### src/rtl/lr_pkg.sv
package lr_pkg;

   localparam int LR_COORD_BITS = 16;
   localparam int LR_INDEX_BITS = 16;
   localparam int LR_QUEUE_DEPTH = 4;

   localparam logic signed [LR_COORD_BITS-1:0] LR_COORD_ONE = LR_COORD_BITS'(1);
   localparam logic [LR_INDEX_BITS-1:0] LR_INDEX_ONE = LR_INDEX_BITS'(1);

   typedef enum logic [0:0] {
      LR_OP_START = 1'b0,
      LR_OP_NEXT  = 1'b1
   } lr_op_type;

   typedef struct packed {
      lr_op_type                       req_type;
      logic signed [LR_COORD_BITS-1:0] x_start;
      logic signed [LR_COORD_BITS-1:0] y_start;
      logic signed [LR_COORD_BITS-1:0] x_end;
      logic signed [LR_COORD_BITS-1:0] y_end;
   } lr_req_type;

   typedef struct packed {
      logic signed [LR_COORD_BITS-1:0] point_x;
      logic signed [LR_COORD_BITS-1:0] point_y;
      logic [LR_INDEX_BITS-1:0]        point_index;
      logic                            last_point;
   } lr_rsp_type;

   // Classified request handed from the front end to the stepper.
   typedef struct packed {
      lr_op_type                       op;
      logic                            steep;
      logic                            minor_down;
      logic signed [LR_COORD_BITS-1:0] major_pos;
      logic signed [LR_COORD_BITS-1:0] major_end;
      logic signed [LR_COORD_BITS-1:0] minor_pos;
      logic [LR_COORD_BITS-1:0]        delta_major;
      logic [LR_COORD_BITS-1:0]        delta_minor;
   } lr_cmd_type;

endpackage

### src/rtl/lr_front.sv
module lr_front
   import lr_pkg::*;
(
   input  logic       clock,
   input  logic       reset,
   input  logic       req_valid,
   output logic       req_ready,
   input  lr_req_type req_payload,
   output logic       cmd_valid,
   input  logic       cmd_ready,
   output lr_cmd_type cmd
);

   localparam int C = LR_COORD_BITS;

   logic       valid_ff, valid_in;
   lr_cmd_type cmd_ff, cmd_in;

   logic signed [C:0] dx, dy, dmaj_raw, dmin_raw;
   logic [C:0]        adx_w, ady_w;
   logic [C-1:0]      adx, ady;
   logic              steep, flip, minor_up;
   logic signed [C-1:0] maj_s, maj_e, min_s, min_e;

   // Setup: differences, steep test, axis swap, ordering along the major axis.
   always_comb begin
      dx = {req_payload.x_end[C-1], req_payload.x_end}
         - {req_payload.x_start[C-1], req_payload.x_start};
      dy = {req_payload.y_end[C-1], req_payload.y_end}
         - {req_payload.y_start[C-1], req_payload.y_start};
      adx_w = dx[C] ? -dx : dx;
      ady_w = dy[C] ? -dy : dy;
      adx = adx_w[C-1:0];
      ady = ady_w[C-1:0];
      steep = ady > adx;

      maj_s    = steep ? req_payload.y_start : req_payload.x_start;
      maj_e    = steep ? req_payload.y_end   : req_payload.x_end;
      min_s    = steep ? req_payload.x_start : req_payload.y_start;
      min_e    = steep ? req_payload.x_end   : req_payload.y_end;
      dmaj_raw = steep ? dy : dx;
      dmin_raw = steep ? dx : dy;
      flip     = dmaj_raw[C];
      minor_up = flip ? dmin_raw[C] : (!dmin_raw[C] && (dmin_raw != '0));

      cmd_in.op          = req_payload.req_type;
      cmd_in.steep       = steep;
      cmd_in.minor_down  = !minor_up;
      cmd_in.major_pos   = flip ? maj_e : maj_s;
      cmd_in.major_end   = flip ? maj_s : maj_e;
      cmd_in.minor_pos   = flip ? min_e : min_s;
      cmd_in.delta_major = steep ? ady : adx;
      cmd_in.delta_minor = steep ? adx : ady;
   end

   assign req_ready = !valid_ff || cmd_ready;
   assign cmd_valid = valid_ff;
   assign cmd       = cmd_ff;

   always_comb begin
      valid_in = valid_ff && !cmd_ready;
      if (req_valid && req_ready) begin
         valid_in = 1'b1;
      end
   end

   always_ff @(posedge clock) begin
      if (reset) begin
         valid_ff <= 1'b0;
      end else begin
         valid_ff <= valid_in;
      end
   end

   always_ff @(posedge clock) begin
      if (req_valid && req_ready) begin
         cmd_ff <= cmd_in;
      end
   end

endmodule

### src/rtl/lr_queue.sv
module lr_queue
   import lr_pkg::*;
#(
   parameter int DEPTH = LR_QUEUE_DEPTH
) (
   input  logic       clock,
   input  logic       reset,
   input  logic       push_valid,
   output logic       push_ready,
   input  lr_cmd_type push_cmd,
   output logic       pop_valid,
   input  logic       pop_ready,
   output lr_cmd_type pop_cmd
);

   localparam int PTR_BITS = (DEPTH > 1) ? $clog2(DEPTH) : 1;
   localparam int CNT_BITS = $clog2(DEPTH + 1);
   localparam logic [PTR_BITS-1:0] PTR_LAST = PTR_BITS'(DEPTH - 1);
   localparam logic [CNT_BITS-1:0] CNT_FULL = CNT_BITS'(DEPTH);
   localparam logic [PTR_BITS-1:0] PTR_ONE  = PTR_BITS'(1);
   localparam logic [CNT_BITS-1:0] CNT_ONE  = CNT_BITS'(1);

   lr_cmd_type          mem_ff [DEPTH];
   logic [PTR_BITS-1:0] wr_ptr_ff, wr_ptr_in, rd_ptr_ff, rd_ptr_in;
   logic [CNT_BITS-1:0] count_ff, count_in;
   logic                push, pop;

   assign push_ready = count_ff != CNT_FULL;
   assign pop_valid  = count_ff != '0;
   assign pop_cmd    = mem_ff[rd_ptr_ff];
   assign push       = push_valid && push_ready;
   assign pop        = pop_valid && pop_ready;

   always_comb begin
      wr_ptr_in = wr_ptr_ff;
      rd_ptr_in = rd_ptr_ff;
      count_in  = count_ff;
      if (push) begin
         wr_ptr_in = (wr_ptr_ff == PTR_LAST) ? '0 : wr_ptr_ff + PTR_ONE;
      end
      if (pop) begin
         rd_ptr_in = (rd_ptr_ff == PTR_LAST) ? '0 : rd_ptr_ff + PTR_ONE;
      end
      if (push && !pop) begin
         count_in = count_ff + CNT_ONE;
      end else if (pop && !push) begin
         count_in = count_ff - CNT_ONE;
      end
   end

   always_ff @(posedge clock) begin
      if (reset) begin
         wr_ptr_ff <= '0;
         rd_ptr_ff <= '0;
         count_ff  <= '0;
      end else begin
         wr_ptr_ff <= wr_ptr_in;
         rd_ptr_ff <= rd_ptr_in;
         count_ff  <= count_in;
      end
   end

   always_ff @(posedge clock) begin
      if (push) begin
         mem_ff[wr_ptr_ff] <= push_cmd;
      end
   end

endmodule

### src/rtl/lr_back.sv
module lr_back
   import lr_pkg::*;
(
   input  logic       clock,
   input  logic       reset,
   input  logic       cmd_valid,
   output logic       cmd_ready,
   input  lr_cmd_type cmd,
   output logic       rsp_valid,
   input  logic       rsp_ready,
   output lr_rsp_type rsp_payload
);

   localparam int C = LR_COORD_BITS;

   logic                active_ff, active_in;
   logic                steep_ff, steep_in;
   logic                down_ff, down_in;
   logic signed [C-1:0] major_pos_ff, major_pos_in;
   logic signed [C-1:0] major_end_ff, major_end_in;
   logic signed [C-1:0] minor_pos_ff, minor_pos_in;
   logic [C-1:0]        dmin_ff, dmin_in;
   logic [C-1:0]        ddiff_ff, ddiff_in;
   logic signed [C:0]   err_ff, err_in;
   logic [LR_INDEX_BITS-1:0] count_ff, count_in;
   logic                rsp_valid_ff, rsp_valid_in;
   lr_rsp_type          rsp_payload_ff, rsp_payload_in;

   logic                take, last;
   logic signed [C:0]   err_sub, err_add;

   assign cmd_ready   = !rsp_valid_ff || rsp_ready;
   assign take        = cmd_valid && cmd_ready;
   assign rsp_valid   = rsp_valid_ff;
   assign rsp_payload = rsp_payload_ff;

   // Both error candidates in parallel; the sign of the first picks one.
   assign err_sub = err_ff - $signed({1'b0, dmin_ff});
   assign err_add = err_ff + $signed({1'b0, ddiff_ff});
   assign last    = major_pos_ff >= major_end_ff;

   always_comb begin
      active_in      = active_ff;
      steep_in       = steep_ff;
      down_in        = down_ff;
      major_pos_in   = major_pos_ff;
      major_end_in   = major_end_ff;
      minor_pos_in   = minor_pos_ff;
      dmin_in        = dmin_ff;
      ddiff_in       = ddiff_ff;
      err_in         = err_ff;
      count_in       = count_ff;
      rsp_valid_in   = rsp_valid_ff && !rsp_ready;
      rsp_payload_in = rsp_payload_ff;
      if (take) begin
         unique case (cmd.op)
            LR_OP_START: begin
               active_in    = 1'b1;
               steep_in     = cmd.steep;
               down_in      = cmd.minor_down;
               major_pos_in = cmd.major_pos;
               major_end_in = cmd.major_end;
               minor_pos_in = cmd.minor_pos;
               dmin_in      = cmd.delta_minor;
               ddiff_in     = cmd.delta_major - cmd.delta_minor;
               err_in       = $signed({2'b00, cmd.delta_major[C-1:1]});
               count_in     = '0;
            end
            LR_OP_NEXT: begin
               if (active_ff) begin
                  rsp_valid_in               = 1'b1;
                  rsp_payload_in.point_x     = steep_ff ? minor_pos_ff : major_pos_ff;
                  rsp_payload_in.point_y     = steep_ff ? major_pos_ff : minor_pos_ff;
                  rsp_payload_in.point_index = count_ff;
                  rsp_payload_in.last_point  = last;
                  count_in = count_ff + LR_INDEX_ONE;
                  if (err_sub[C]) begin
                     minor_pos_in = down_ff ? minor_pos_ff - LR_COORD_ONE
                                            : minor_pos_ff + LR_COORD_ONE;
                     err_in = err_add;
                  end else begin
                     err_in = err_sub;
                  end
                  if (last) begin
                     active_in = 1'b0;
                  end else begin
                     major_pos_in = major_pos_ff + LR_COORD_ONE;
                  end
               end
            end
         endcase
      end
   end

   always_ff @(posedge clock) begin
      if (reset) begin
         active_ff    <= 1'b0;
         rsp_valid_ff <= 1'b0;
      end else begin
         active_ff    <= active_in;
         rsp_valid_ff <= rsp_valid_in;
      end
   end

   always_ff @(posedge clock) begin
      steep_ff       <= steep_in;
      down_ff        <= down_in;
      major_pos_ff   <= major_pos_in;
      major_end_ff   <= major_end_in;
      minor_pos_ff   <= minor_pos_in;
      dmin_ff        <= dmin_in;
      ddiff_ff       <= ddiff_in;
      err_ff         <= err_in;
      count_ff       <= count_in;
      rsp_payload_ff <= rsp_payload_in;
   end

endmodule

### src/rtl/line_rasterizer_core.sv
// Bresenham line generator with a pull interface.
// Request channel (req_valid/req_ready/req_payload): a start request carries two
// signed endpoints and sets up a line, producing no response; a next request
// pulls one point of the active line and produces exactly one response, or none
// when no line is active. A start abandons any line in progress.
// Response channel (rsp_valid/rsp_ready/rsp_payload): the point in original
// axes, its index within the line and a flag on the final endpoint.
// Path: an accepted next request passes the front setup register, the command
// queue and the output register, in that order, before its response is valid.
// Throughput: one request per cycle, start or next, while nothing stalls; the
// stepper makes one error-term update per cycle unless the output register is
// held by a stalled receiver.
// A stalled receiver holds the output register; the stepper then stops, the
// command queue (QUEUE_DEPTH entries) fills, and req_ready drops only once the
// front register also holds a request.
// Reset clears the active-line flag, the queue and all valid flags; after it
// next requests produce nothing until a start request arrives.
module line_rasterizer_core
   import lr_pkg::*;
#(
   parameter int QUEUE_DEPTH = LR_QUEUE_DEPTH
) (
   input  logic       clock,
   input  logic       reset,
   input  logic       req_valid,
   output logic       req_ready,
   input  lr_req_type req_payload,
   output logic       rsp_valid,
   input  logic       rsp_ready,
   output lr_rsp_type rsp_payload
);

   // Front end to queue.
   logic       fq_valid, fq_ready;
   lr_cmd_type fq_cmd;

   // Queue to stepper.
   logic       qb_valid, qb_ready;
   lr_cmd_type qb_cmd;

   // Classify each request and do the line setup for starts.
   lr_front u_front (
      .clock       (clock),
      .reset       (reset),
      .req_valid   (req_valid),
      .req_ready   (req_ready),
      .req_payload (req_payload),
      .cmd_valid   (fq_valid),
      .cmd_ready   (fq_ready),
      .cmd         (fq_cmd)
   );

   // Decouple setup from stepping so either side can stall on its own.
   lr_queue #(
      .DEPTH (QUEUE_DEPTH)
   ) u_queue (
      .clock      (clock),
      .reset      (reset),
      .push_valid (fq_valid),
      .push_ready (fq_ready),
      .push_cmd   (fq_cmd),
      .pop_valid  (qb_valid),
      .pop_ready  (qb_ready),
      .pop_cmd    (qb_cmd)
   );

   // Hold the line state, step the error term and drive the response register.
   lr_back u_back (
      .clock       (clock),
      .reset       (reset),
      .cmd_valid   (qb_valid),
      .cmd_ready   (qb_ready),
      .cmd         (qb_cmd),
      .rsp_valid   (rsp_valid),
      .rsp_ready   (rsp_ready),
      .rsp_payload (rsp_payload)
   );

endmodule

### config.mk
export PLATFORM = sky130hd
export DESIGN_NAME = line_rasterizer_core
export DESIGN_NICKNAME = d
export VERILOG_FILES = /design/src/rtl/lr_pkg.sv /design/src/rtl/lr_front.sv /design/src/rtl/lr_queue.sv /design/src/rtl/lr_back.sv /design/src/rtl/line_rasterizer_core.sv
export SDC_FILE = /design/constraint.sdc
export NUM_CORES = 1
export LEC_CHECK = 0
export BUFFER_PORTS_ARGS = -buffer_cell sky130_fd_sc_hd__buf_2
export CORE_UTILIZATION = 49
export DETAILED_ROUTE_END_ITERATION = 6
export GPL_TIMING_DRIVEN = 0
export PLACE_DENSITY = 0.66
export REMOVE_ABC_BUFFERS = 1
export SETUP_SLACK_MARGIN = 0.3
export SYNTH_ARGS = -nofsm -noshare
export SYNTH_HDL_FRONTEND = slang
export SYNTH_SLANG_ARGS = --single-unit
export TNS_END_PERCENT = 20
### constraint.sdc
create_clock -name clock -period 7.1 [get_ports clock]
set_clock_uncertainty 0.2 [all_clocks]
set_input_delay 0.355 -clock clock [delete_from_list [all_inputs] [get_ports clock]]
set_output_delay 0.355 -clock clock [all_outputs]
set_load 0.01 [all_outputs]
; Word-level counts from Yosys, hierarchy flattened
; Memory sizes are Yosys's and may differ from the RTL's. A register that Yosys moved wholly into a read port is not among the register bits.
; Index checks and enable logic that the tools add are counted.
[classes]
magnitude_cmp = 2
eq_ne = 6
n_addsub = 15
n_reduce_logical = 26
bitwise = 1
muxes = 43
[ops]
columns = op, n
row1 = 2-to-1 mux 16 bit, 19
row2 = case mux 16 bit (2 select lines), 3
row3 = 2-to-1 mux 17 bit, 4
row4 = case mux 17 bit (2 select lines), 1
row5 = subtractor 16 x 16 -> 17 bit, 2
row6 = adder 16 x 2 -> 16 bit (second input constant), 2
row7 = negator 16 bit, 2
row8 = adder 17 bit, 1
row9 = nonzero test 17 bit, 1
row10 = subtractor 17 bit, 1
row11 = adder 16 x 1 -> 16 bit (second input constant), 1
row12 = >= comparator 16 bit, 1
row13 = > comparator 16 bit, 1
row14 = subtractor 16 bit, 1
row15 = subtractor 16 x 2 -> 16 bit (second input constant), 1
row16 = 2-to-1 mux 1 bit, 9
row17 = AND reduction 3 bit, 3
row18 = logical AND 1 bit, 8
row19 = logical NOT 1 bit, 8
row20 = 2-to-1 mux 2 bit, 4
row21 = 2-to-1 mux 3 bit, 2
row22 = inequality test 2 bit (second input constant), 3
row23 = adder 2 x 1 -> 2 bit (second input constant), 2
row24 = equality test 2 bit (second input constant), 2
row25 = 9 further kinds, 11
[totals]
elab_cells = 121
ram_bits = 332
mem_count = 1
register_bits = 257
out_inout_bits = 51
[memory_table]
columns = name, depth, width, read_ports, rd_clocked_by_memory_dff, write_ports, line
row1 = u_queue.mem_ff, 4, 83, 1, 1, 1, lr_queue.sv:23  ; lr_cmd_type mem_ff [DEPTH];

; Logic depth before layout (Yosys ltp)
; Gate-level depths: netlist (run 1).
[logic_depth]
depth_word = 9
ltp_mapped = 26
depth_no_buf = 23

; By module
; Synthesis (run 1) repeated with hierarchy kept, for this count alone.
[hier_totals]
cells_unflattened = 2147
area_unflattened_um2 = 29638.4
[modules_own_cells]
columns = module, area_per_inst_um2, n_inst, cells_per_inst, seq_area_each_um2
row1 = lr_queue, 12428.2, 1, 481, 10149.7
row2 = lr_back, 9938.3, 1, 889, 4964.8
row3 = lr_front, 7272.0, 1, 777, 2512.4

; Worst setup path before layout (run 1)
; No wires, ideal clock.
[synth_path]
kind = input port to flip-flop
from = input req_payload[16] (netlist bit)
to = register u_front.cmd_ff, in the netlist u_front.cmd[78] (data pin)
slack_ps = 1429
t_required_ps = 6743
stages = 24
arrival_time_ps = 5314
setup_ps = 157
cell_sequence = inv_1 -> ha_1 -> fa_1 -> nor2b_4 -> o31a_4 -> o221ai_1 -> a211oi_1 -> nor2_1 -> o31a_1 -> or4_4 -> o31a_1 -> xnor2_2 -> ha_1 -> nand4_1 -> or2_2 -> or3_1 -> nor2b_1 -> a22oi_1 -> inv_1 -> nand2_1 -> clkbuf_1 -> clkbuf_1 -> o22ai_1 -> nor3_1
[synth_lines]
columns = item, line
row1 = start: declaration, line_rasterizer_core.sv:27  ; input lr_req_type req_payload,
row2 = end signal: assignment, lr_front.sv:77  ; cmd_ff <= cmd_in;
row3 = end: declaration, lr_front.sv:17  ; lr_cmd_type cmd_ff, cmd_in;

==> flow_summary.json, run 1 <==
{
  "status": "completed",
  "reg2reg_depth": 15,
  "ant_nets": 0,
  "rrSetupSlack_ps": 1920,
  "setup-violations-final": 0,
  "clk_latency_ps": 610,
  "vias": 18210,
  "numCtsBuffers": 57,
  "grt_util_all_layers_pct": 21.57,
  "drive_gt1_share_pct": 16.70,
  "crit_fanout": 88,
  "yosys-top-cells-count": "edfxtp_1 (579), ha_1 (135), inv_1 (135)",
  "power.leakage_nw": 11.90,
  "rsz0062_at_grt": "false",
  "start_util_pct": 49.84,
  "worst_ep_required_time_ps": 7200,
  "drcViolationCount": 0,
  "clk_pin_slew_ps": 70,
  "dr.pass1.iters": 5,
  "synth-edff-count": 579,
  "setup.worst_path.end_class": "register",
  "die_x_um": 244.7,
  "diodes": 0,
  "wl_per_cell_um": 20.95,
  "synth_area_um2": 28870,
  "vias_per_cell": 5.872,
  "min-delay-start": "req_payload[14]",
  "worst_pin_slew_ps": 1024,
  "core_um2": 57920,
  "synth-seq-cells": 591,
  "worstSetupPathType": "input pin to register",
  "synth_top_cell_by_area": "edfxtp_1",
  "slew_viol_final": 0,
  "hold_path_end": "u_front.cmd[62]",
  "period_needed_ps": 6595,
  "drt_wl_total_mm": 64.98,
  "seq_area_frac_synth_pct": 61.06,
  "die_y_um": 244.7,
  "cap_violations": 0,
  "tns_ps": 0,
  "cp-start-kind": "input pin",
  "globalplace.congestion": 0.9227,
  "ir_drop_v": 0.0002675,
  "dp_slack_ps": -1743,
  "dpl.hpwl_mm": 44.35,
  "min_path_type": "input pin to register",
  "hold_violations": 0,
  "worst_slack_ps": 505.1,
  "netlist_instances": 2130,
  "synth_ff_type": "edfxtp_1",
  "grt_pass1_vias": 17820,
  "syn_area_per_cell_um2": 13.55,
  "power_mw": 15.74,
  "synth_top_cell_area_share_pct": 60.23,
  "cp.arrival_ps": 6700,
  "synth.most_common_cell": "edfxtp_1",
  "rows": 88,
  "syn_to_final_growth_pct": 14.45,
  "clock.fmax_mhz": 151.6,
  "ys_warn_count": 0,
  "clock-sinks": 591,
  "dr.first_iter.drc_count": 1265,
  "dieArea_um2": 59890,
  "power_density_nw_per_um2": 476.4,
  "period_share_pct": 92.89,
  "slew_headroom_pct": 30.78,
  "ioPinCount": 120,
  "cts_root_buffer": "clkbuf_16",
  "async_flop_share_pct": 0,
  "clock_path_buffers": 3,
  "place.port_buffers": 119,
  "grt_pass1_wl_mm": 99.24,
  "synthTopCellsByArea": "edfxtp_1 (60%), mux4_2 (6.4%), ha_1 (5.9%), nor3_1 (2.1%), xnor2_1 (1.8%)",
  "nNetsFinal": 2501,
  "h-tree-depth": 2,
  "grt_overflow": 0,
  "grt_max_degree": 87,
  "synth.distinct_cells": 78,
  "worstReg2RegEnd": "u_back.ddiff_ff[14]",
  "hold_depth": 3,
  "tritoncts": "built",
  "antenna_found_initial": 8
}
worst max-delay path, cell delays in order:
cell	delay, ps
buf_2	120
inv_1	50
ha_1	230
fa_1	450
nor2b_4	150
o31a_4	160
o221ai_1	220
a211oi_1	430
nor2_1	90
o31a_1	180
or4_4	570
o31a_1	320
xnor2_2	180
ha_1	330
nand4_1	140
or2_2	340
or3_1	410
nor2b_1	150
a22oi_2	230
buf_16	200
inv_6	220
nand2_8	320
o22ai_1	130
nor3_1	590
per-stage QoR:
stage	instance area (µm²)	util [%]	instances	hold slack, ps
finish	33040	57.05	3101	25.55
floorplan	28560	-	2055	224.1
CTS	32940	56.88	3095	1.013
detailed placement	30690	52.98	2961	264.5
global placement	30110	51.99	2939	251.2
global route	33040	57.05	3101	28.20
where the power goes:
| group | total, mW | switching (mW) | internal [mW] |
|---|---|---|---|
| logic | 6.61 | 3.82 | 2.79 |
| clock network | 3.10 | 1.27 | 1.82 |
| registers | 6.03 | 0.668 | 5.36 |
| total | 15.7 | 5.76 | 9.98 |
state kept, by name, indices dropped and copies added (netlist names), named ones only:
signal	cells
u_queue.mem_ff	332
u_front.cmd	83
u_back.rsp_payload	49
u_back.err_ff	17
u_back.count_ff	16
u_back.ddiff_ff	16
u_back.dmin_ff	16
u_back.major_end_ff	16
u_back.major_pos_ff	16
u_back.minor_pos_ff	16
u_queue.count_ff	3
u_queue.rd_ptr_ff	2
u_queue.wr_ptr_ff	2
u_back.active_ff	1
u_back.down_ff	1
u_back.rsp_valid	1
u_back.steep_ff	1
u_front.cmd_valid	1
final cells by class:
type,count,area [µm²]
Timing Repair Buffer,173,1411
Clock buffer,68,1489
Inverter,135,511.7
Clock inverter,37,427.9
Sequential cell,591,17630
Fill cell,4603,24880
Tap cell,765,957.2
Multi-Input combinational cell,1332,10610
metal layers:
| metal | global-route usage [%] | wire length (µm) |
|---|---|---|
| met1 | 30.08 | 28530 |
| met2 | 34.76 | 30230 |
| met3 | 3.674 | 4860 |
| met4 | 6.324 | 1330 |
| met5 | 0 | 33 |
layout by cell type, fill, tap and decap left out, drive strengths merged, types with 13 or more instances in the layout:
master       Yosys  final
o21ai          105    105
nand2          120    122
a21oi           91     91
nand2b          13     13
mux2i           29     29
nor2           124    124
buf             34    146
xnor2           61     61
edfxtp         579    579
clkinv           0     25
nand4           14     14
nand3           40     40
dlygate4sd3      0     27
mux4            82     82
a21o            21     21
mux2            30     30
ha             135    135
o21a            18     18
or3             23     23
nor2b           23     23
xor2            53     53
inv            135    137
and2            14     14
clkbuf          41     68
o22ai           65     65
nor3           123    123
kinds of logic (layout without fill, tap and decap cells):
| kind of cell | Yosys count | count (layout) | share of synthesized area, % |
|---|---|---|---|
| flip-flops | 591 | 591 | 61.06 |
| AND/OR/NAND/NOR | 529 | 531 | 8.846 |
| AO/OA/AOI/OAI | 403 | 404 | 8.868 |
| buffers and inverters | 210 | 413 | 2.830 |
| adder cells (fa/ha/maj) | 142 | 142 | 6.337 |
| multiplexers | 141 | 141 | 8.573 |
| XOR/XNOR | 114 | 114 | 3.485 |
worst max path at each step:
stage                         start                      end  depth (start not counted)  slack [ps]
floorplan           req_payload[16]          u_front.cmd[48]                         21       -2700
global placement           register  u_back.minor_pos_ff[15]                          4       -8500
detailed placement  req_payload[16]          u_front.cmd[66]                         24       -1740
CTS                 req_payload[16]          u_front.cmd[66]                         24         330
global route        req_payload[16]          u_front.cmd[59]                         25         370
finish              req_payload[16]          u_front.cmd[66]                         24         510
timing repair:
item,4_1_cts,5_1_grt
cloned,1,2
gates resized for setup,7,5
setup endpoints to repair,53,25
pin swaps,3,4
hold buffers,27,0
endpoints found under the hold margin,24,0
setup buffers,1,3
(Power assumes the default switching activity.)
==> inputs of run 2 (changes only) <==
--- a/config.mk
+++ b/config.mk
@@ -8,7 +8,6 @@
 export BUFFER_PORTS_ARGS = -buffer_cell sky130_fd_sc_hd__buf_2
 export CORE_UTILIZATION = 49
 export DETAILED_ROUTE_END_ITERATION = 6
-export GPL_TIMING_DRIVEN = 0
 export PLACE_DENSITY = 0.66
 export REMOVE_ABC_BUFFERS = 1
 export SETUP_SLACK_MARGIN = 0.3
==> run 2 against run 1 <==
Combinational power decreased by 0.9%. First-iteration DRC count increased by 8.7%. Via count increased by 3.0%. Critical path type unchanged. Largest power group unchanged.
==> flow_summary.json, run 2 (same netlist as run 1, synthesis figures left out) <==
{
  "status": "completed",
  "period_needed_ps": 6636,
  "vias": 18760,
  "clkPwrFrac_pct": 19.8,
  "layout_commonest_cell": "edfxtp_1",
  "cp.arrival_ps": 6950,
  "clock-sinks": 591,
  "fillers": 4593,
  "hold_violations": 0,
  "nNetsFinal": 2574,
  "tritoncts": "built",
  "dpl.hpwl_mm": 46.05,
  "grt_max_degree": 66,
  "clk_pin_slew_ps": 60,
  "power_mw": 15.78,
  "rsz0062_at_grt": "false",
  "syn_to_final_growth_pct": 16.00,
  "min_path_type": "input pin to register",
  "most-common-layout-cells": "edfxtp_1 (579), ha_1 (134), inv_1 (132), nor2_1 (123), nor3_1 (122)",
  "tns_ps": 0,
  "rrSetupSlack_ps": 2720,
  "start_util_pct": 49.84,
  "clock_path_buffers": 3,
  "min-delay-start": "req_payload[20]",
  "switching_share_pct": 36.76,
  "die_y_um": 244.7,
  "hold_path_end": "u_front.cmd[68]",
  "dr.pass1.iters": 6,
  "power.leakage_nw": 12.16,
  "die_x_um": 244.7,
  "placed_cell_area_um2": 30410,
  "crit_fanout": 21,
  "globalplace.congestion": 0.9305,
  "reg2reg_depth": 13,
  "setup.worst_path.end_class": "register",
  "place.port_buffers": 119,
  "period_share_pct": 93.47,
  "internal_power_mw": 9.979,
  "largest_reg_flops": 332,
  "rows": 88,
  "worstSetupPathType": "input pin to register",
  "numCtsBuffers": 61,
  "wl_per_cell_um": 21.56,
  "clock.fmax_mhz": 150.7,
  "ioPinCount": 120,
  "clk_latency_ps": 640,
  "dieArea_um2": 59890,
  "worst_pin_slew_ps": 1013,
  "worst_ep_required_time_ps": 7410,
  "dr.first_iter.drc_count": 1375,
  "slew_headroom_pct": 32.45,
  "drcViolationCount": 0,
  "grt_util_all_layers_pct": 22.97,
  "grt_pass1_vias": 18760,
  "power_density_nw_per_um2": 471.2,
  "worst_slack_ps": 463.8,
  "antenna_found_initial": 4,
  "timing.hold.ws_ps": 23.29,
  "multiInputGateArea_um2": 10590,
  "slew_viol_final": 0,
  "setup-violations-final": 0,
  "regArea_um2": 17630,
  "vias_per_cell": 5.904,
  "core_um2": 57920,
  "top_register": "u_queue.mem_ff",
  "design_area_um2": 33490,
  "h-tree-depth": 2,
  "cp-start-kind": "input pin",
  "final_cells": 3177,
  "dp_slack_ps": 736.7,
  "worstReg2RegEnd": "u_back.ddiff_ff[14]",
  "grt_pass1_wl_mm": 105.9,
  "combinationalPowerShare_pct": 41.5,
  "hold_depth": 3,
  "cap_violations": 0,
  "drive_gt1_share_pct": 16.76,
  "drt_wl_total_mm": 68.49,
  "cts_root_buffer": "clkbuf_16",
  "ant_nets": 0,
  "ir_drop_v": 0.0002319,
  "p_seq_share_pct": 38.6,
  "postLayoutCoreUtil_pct": 57.82,
  "grt_overflow": 0,
  "dp.cells": 2966,
  "switchingPower_mw": 5.800
}
==> run 2: power groups by stage <==
stage / Sequential, mW / Clock [mW] / Combinational, mW
after floorplan: 5.98 / 0 / 4.62
after global placement: 6.11 / 0 / 6.13
after detailed placement: 6.16 / 0 / 6.25
after CTS: 6.10 / 3.18 / 6.48
after global routing: 6.20 / 3.31 / 7.29
final: 6.10 / 3.13 / 6.55
==> run 2: layer usage <==
metal / track usage (%) / up-vias / routed length [µm]
met3: 3.510 / 148 / 4363
met5: 0 / - / 0
li1: - / 8634 / -
met1: 32.06 / 9295 / 29770
met2: 36.80 / 679 / 32210
met4: 7.886 / 0 / 2153
==> run 2: what timing repair did <==
item,CTS,global route
endpoints found under the setup margin,0,24
setup buffers,0,2
hold buffers,95,0
hold endpoints to repair,57,0
resized for setup,0,19
==> run 2: worst max path at each step <==
| stage | from | to | slack, ps | cells after the start |
|---|---|---|---|---|
| floorplan | req_payload[16] | u_front.cmd[48] | -2700 | 21 |
| global placement | req_payload[16] | u_front.cmd[32] | 850 | 22 |
| detailed placement | req_payload[16] | u_front.cmd[37] | 740 | 22 |
| CTS | req_payload[37] | u_front.cmd[42] | 350 | 25 |
| global route | req_payload[54] | u_front.cmd[42] | 300 | 25 |
| finish | req_payload[54] | u_front.cmd[42] | 460 | 25 |
==> run 2: cell type report <==
cell class	count	share of cell area, %
inverter	135	1.513
clock buffer	68	4.637
tap	765	2.858
multi-input combinational	1329	31.62
antenna	1	0.007473
timing repair buffer	245	5.493
clock inverter	43	1.211
sequential	591	52.66
==> run 2: critical path, cell delays in order <==
cell           delay [ps]
dlygate4sd3_1         530
buf_2                 140
inv_1                  50
ha_1                  260
or3_4                 370
o221a_4               270
o21ai_2               150
a211oi_1               90
o31a_1                290
or4_4                 550
o31a_1                320
xnor2_2               150
ha_1                  310
nand4_1               130
or2_2                 330
or3_1                 410
nor2b_1               160
a22oi_2               220
inv_2                 130
nand2_4               180
buf_12                210
o22ai_1                90
dlygate4sd3_1         570
nor2_1                 90
dlygate4sd3_1         550
==> inputs of run 3 (changes only) <==
--- a/config.mk
+++ b/config.mk
@@ -9,7 +9,6 @@
 export CORE_UTILIZATION = 49
 export DETAILED_ROUTE_END_ITERATION = 6
 export PLACE_DENSITY = 0.66
-export REMOVE_ABC_BUFFERS = 1
 export SETUP_SLACK_MARGIN = 0.3
 export SYNTH_ARGS = -nofsm -noshare
 export SYNTH_HDL_FRONTEND = slang
==> run 3 against run 2 <==
Sequential power grew 0.7%. Die area is the same. Clock power shrank 4%. Hold slack gained 40 ps. Largest cell class unchanged. Largest power group unchanged. Register-to-register slack lost 350 ps.
==> flow_summary.json, run 3 (same netlist as run 1, synthesis figures left out) <==
{
  "max_stage_delay_ps": 590,
  "tritoncts": "built",
  "place.port_buffers": 119,
  "ant_nets": 0,
  "antenna_found_initial": 0,
  "grt_max_degree": 109,
  "period_needed_ps": 6459,
  "crit_fanout": 16,
  "worst_slack_ps": 641.4,
  "globalplace.congestion": 0.9038,
  "vias": 18470,
  "grt_pass1_vias": 18350,
  "slew_headroom_pct": 27.80,
  "drive_gt1_share_pct": 15.97,
  "ioPinCount": 120,
  "numCtsBuffers": 59,
  "period_share_pct": 90.97,
  "top_register": "u_queue.mem_ff",
  "hold_violations": 0,
  "cp-start-kind": "input pin",
  "placed_cell_area_um2": 30330,
  "worstSetupPathType": "input pin to register",
  "setup.worst_path.end_class": "register",
  "cpMaxStageDelayCell": "dlygate4sd3_1",
  "rows": 88,
  "die_y_um": 244.7,
  "tns_ps": 0,
  "syn_to_final_growth_pct": 14.64,
  "switching_share_pct": 36.83,
  "syn-num-nets": 2341,
  "cp.arrival_ps": 6660,
  "clock.fmax_mhz": 154.8,
  "clock_path_buffers": 3,
  "vias_per_cell": 5.851,
  "rsz0062_at_grt": "false",
  "diodes": 0,
  "grt_overflow": 0,
  "dpl.hpwl_mm": 45.96,
  "clk_latency_ps": 640,
  "path_cells": "dlygate4sd3_1 > buf_2 > inv_1 > ha_1 > fa_1 > nor2b_1 > o31a_1 > or4b_1 > nand3_1 > a211o_1 > a211oi_2 > a41oi_1 > xnor2_1 > ha_1 > nand4_1 > or2_2 > or3_1 > nor2b_1 > a22oi_2 > buf_4 > nand2_1 > o22ai_1 > dlygate4sd3_1 > nor2_1",
  "grt_util_all_layers_pct": 22.51,
  "cap_violations": 0,
  "dr.first_iter.drc_count": 1783,
  "most-common-layout-cells": "edfxtp_1 (579), ha_1 (135), inv_1 (132), nor2_1 (123), nor3_1 (123)",
  "timing.hold.ws_ps": 62.92,
  "die_x_um": 244.7,
  "ir_drop_v": 0.0002629,
  "dp_slack_ps": 285.3,
  "cts_root_buffer": "clkbuf_16",
  "clock-sinks": 591,
  "switchingPower_mw": 5.680,
  "worst_pin_slew_ps": 1081,
  "grt_pass1_wl_mm": 103.5,
  "status": "completed",
  "slew_viol_final": 0,
  "min_path_type": "input pin to register",
  "dr.pass1.iters": 6,
  "drt_wl_total_mm": 66.96,
  "worst_ep_required_time_ps": 7300,
  "clk_pin_slew_ps": 70,
  "internal_power_mw": 9.744,
  "nNetsFinal": 2553,
  "clkPwrFrac_pct": 19.5,
  "core_um2": 57920,
  "h-tree-depth": 2,
  "power_density_nw_per_um2": 466.1,
  "start_util_pct": 49.84,
  "setup-violations-final": 0,
  "p_seq_share_pct": 39.8,
  "largest_reg_flops": 332,
  "power.leakage_nw": 11.98,
  "dieArea_um2": 59890,
  "layout_commonest_cell": "edfxtp_1",
  "combinationalPowerShare_pct": 40.7,
  "wl_per_cell_um": 21.21,
  "drcViolationCount": 0,
  "design_area_um2": 33090
}
-- run 3: layout make-up --
class / count / area (µm²)
flip-flops and latches: 591 / 17630
well taps: 765 / 957.2
clock buffers: 71 / 1521
inverters: 135 / 509.2
fillers: 4656 / 24820
multi-input cells: 1329 / 10500
clock inverters: 40 / 352.8
repair buffers: 226 / 1617
-- run 3: critical path, delay by kind of cell --
kind	cells	cell delay, ps
AND/OR/NAND/NOR	9	2050
AO/OA/AOI/OAI	6	1540
buffers and inverters	5	1480
adder cells (fa/ha/maj)	3	1000
XOR/XNOR	1	220
-- run 3: metrics by stage --
step                util [%]  instances  total power, mW
floorplan                  -       2130            10.59
CTS                    57.05       3153            15.47
global route           57.14       3157            16.43
global placement       52.37       2958            12.12
finish                 57.14       3157            15.42
detailed placement     52.37       2958            12.32
-- run 3: power by group through the flow --
stage | Sequential (mW) | Combinational, mW | Clock (mW)
final | 6.14 | 6.28 | 3.01
after global routing | 6.24 | 6.98 | 3.21
after CTS | 6.14 | 6.26 | 3.07
after detailed placement | 6.21 | 6.12 | 0
after global placement | 6.14 | 5.98 | 0
after floorplan | 5.80 | 4.79 | 0
-- run 3: what timing repair did --
| item | CTS | global route |
|---|---|---|
| setup buffers | 0 | 4 |
| endpoints found under the hold margin | 61 | 0 |
| setup endpoints to repair | 0 | 45 |
| gates resized for setup | 0 | 8 |
| hold buffers | 84 | 0 |
-- run 3: routing by layer --
metal | track usage (%) | share of wire (%) | vias to the layer above
met5 | 0 | 0 | -
met4 | 7.794 | 3.1 | 0
met3 | 3.040 | 6.8 | 125
met2 | 34.99 | 45 | 765
met1 | 32.62 | 45 | 9009
li1 | - | - | 8572
-- run 3: final timing paths --
kind / slack, ps / from / end / depth (start not counted)
worst max-delay path: 640 / req_payload[0] / u_front.cmd[45] / 24
worst min-delay path: 60 / req_payload[17] / u_front.cmd[65] / 3
worst max register to register: 2370 / register / u_back.ddiff_ff[14] / 13
worst min register to register: 270 / u_back.count_ff[15] / u_back.rsp_payload[16] / 0
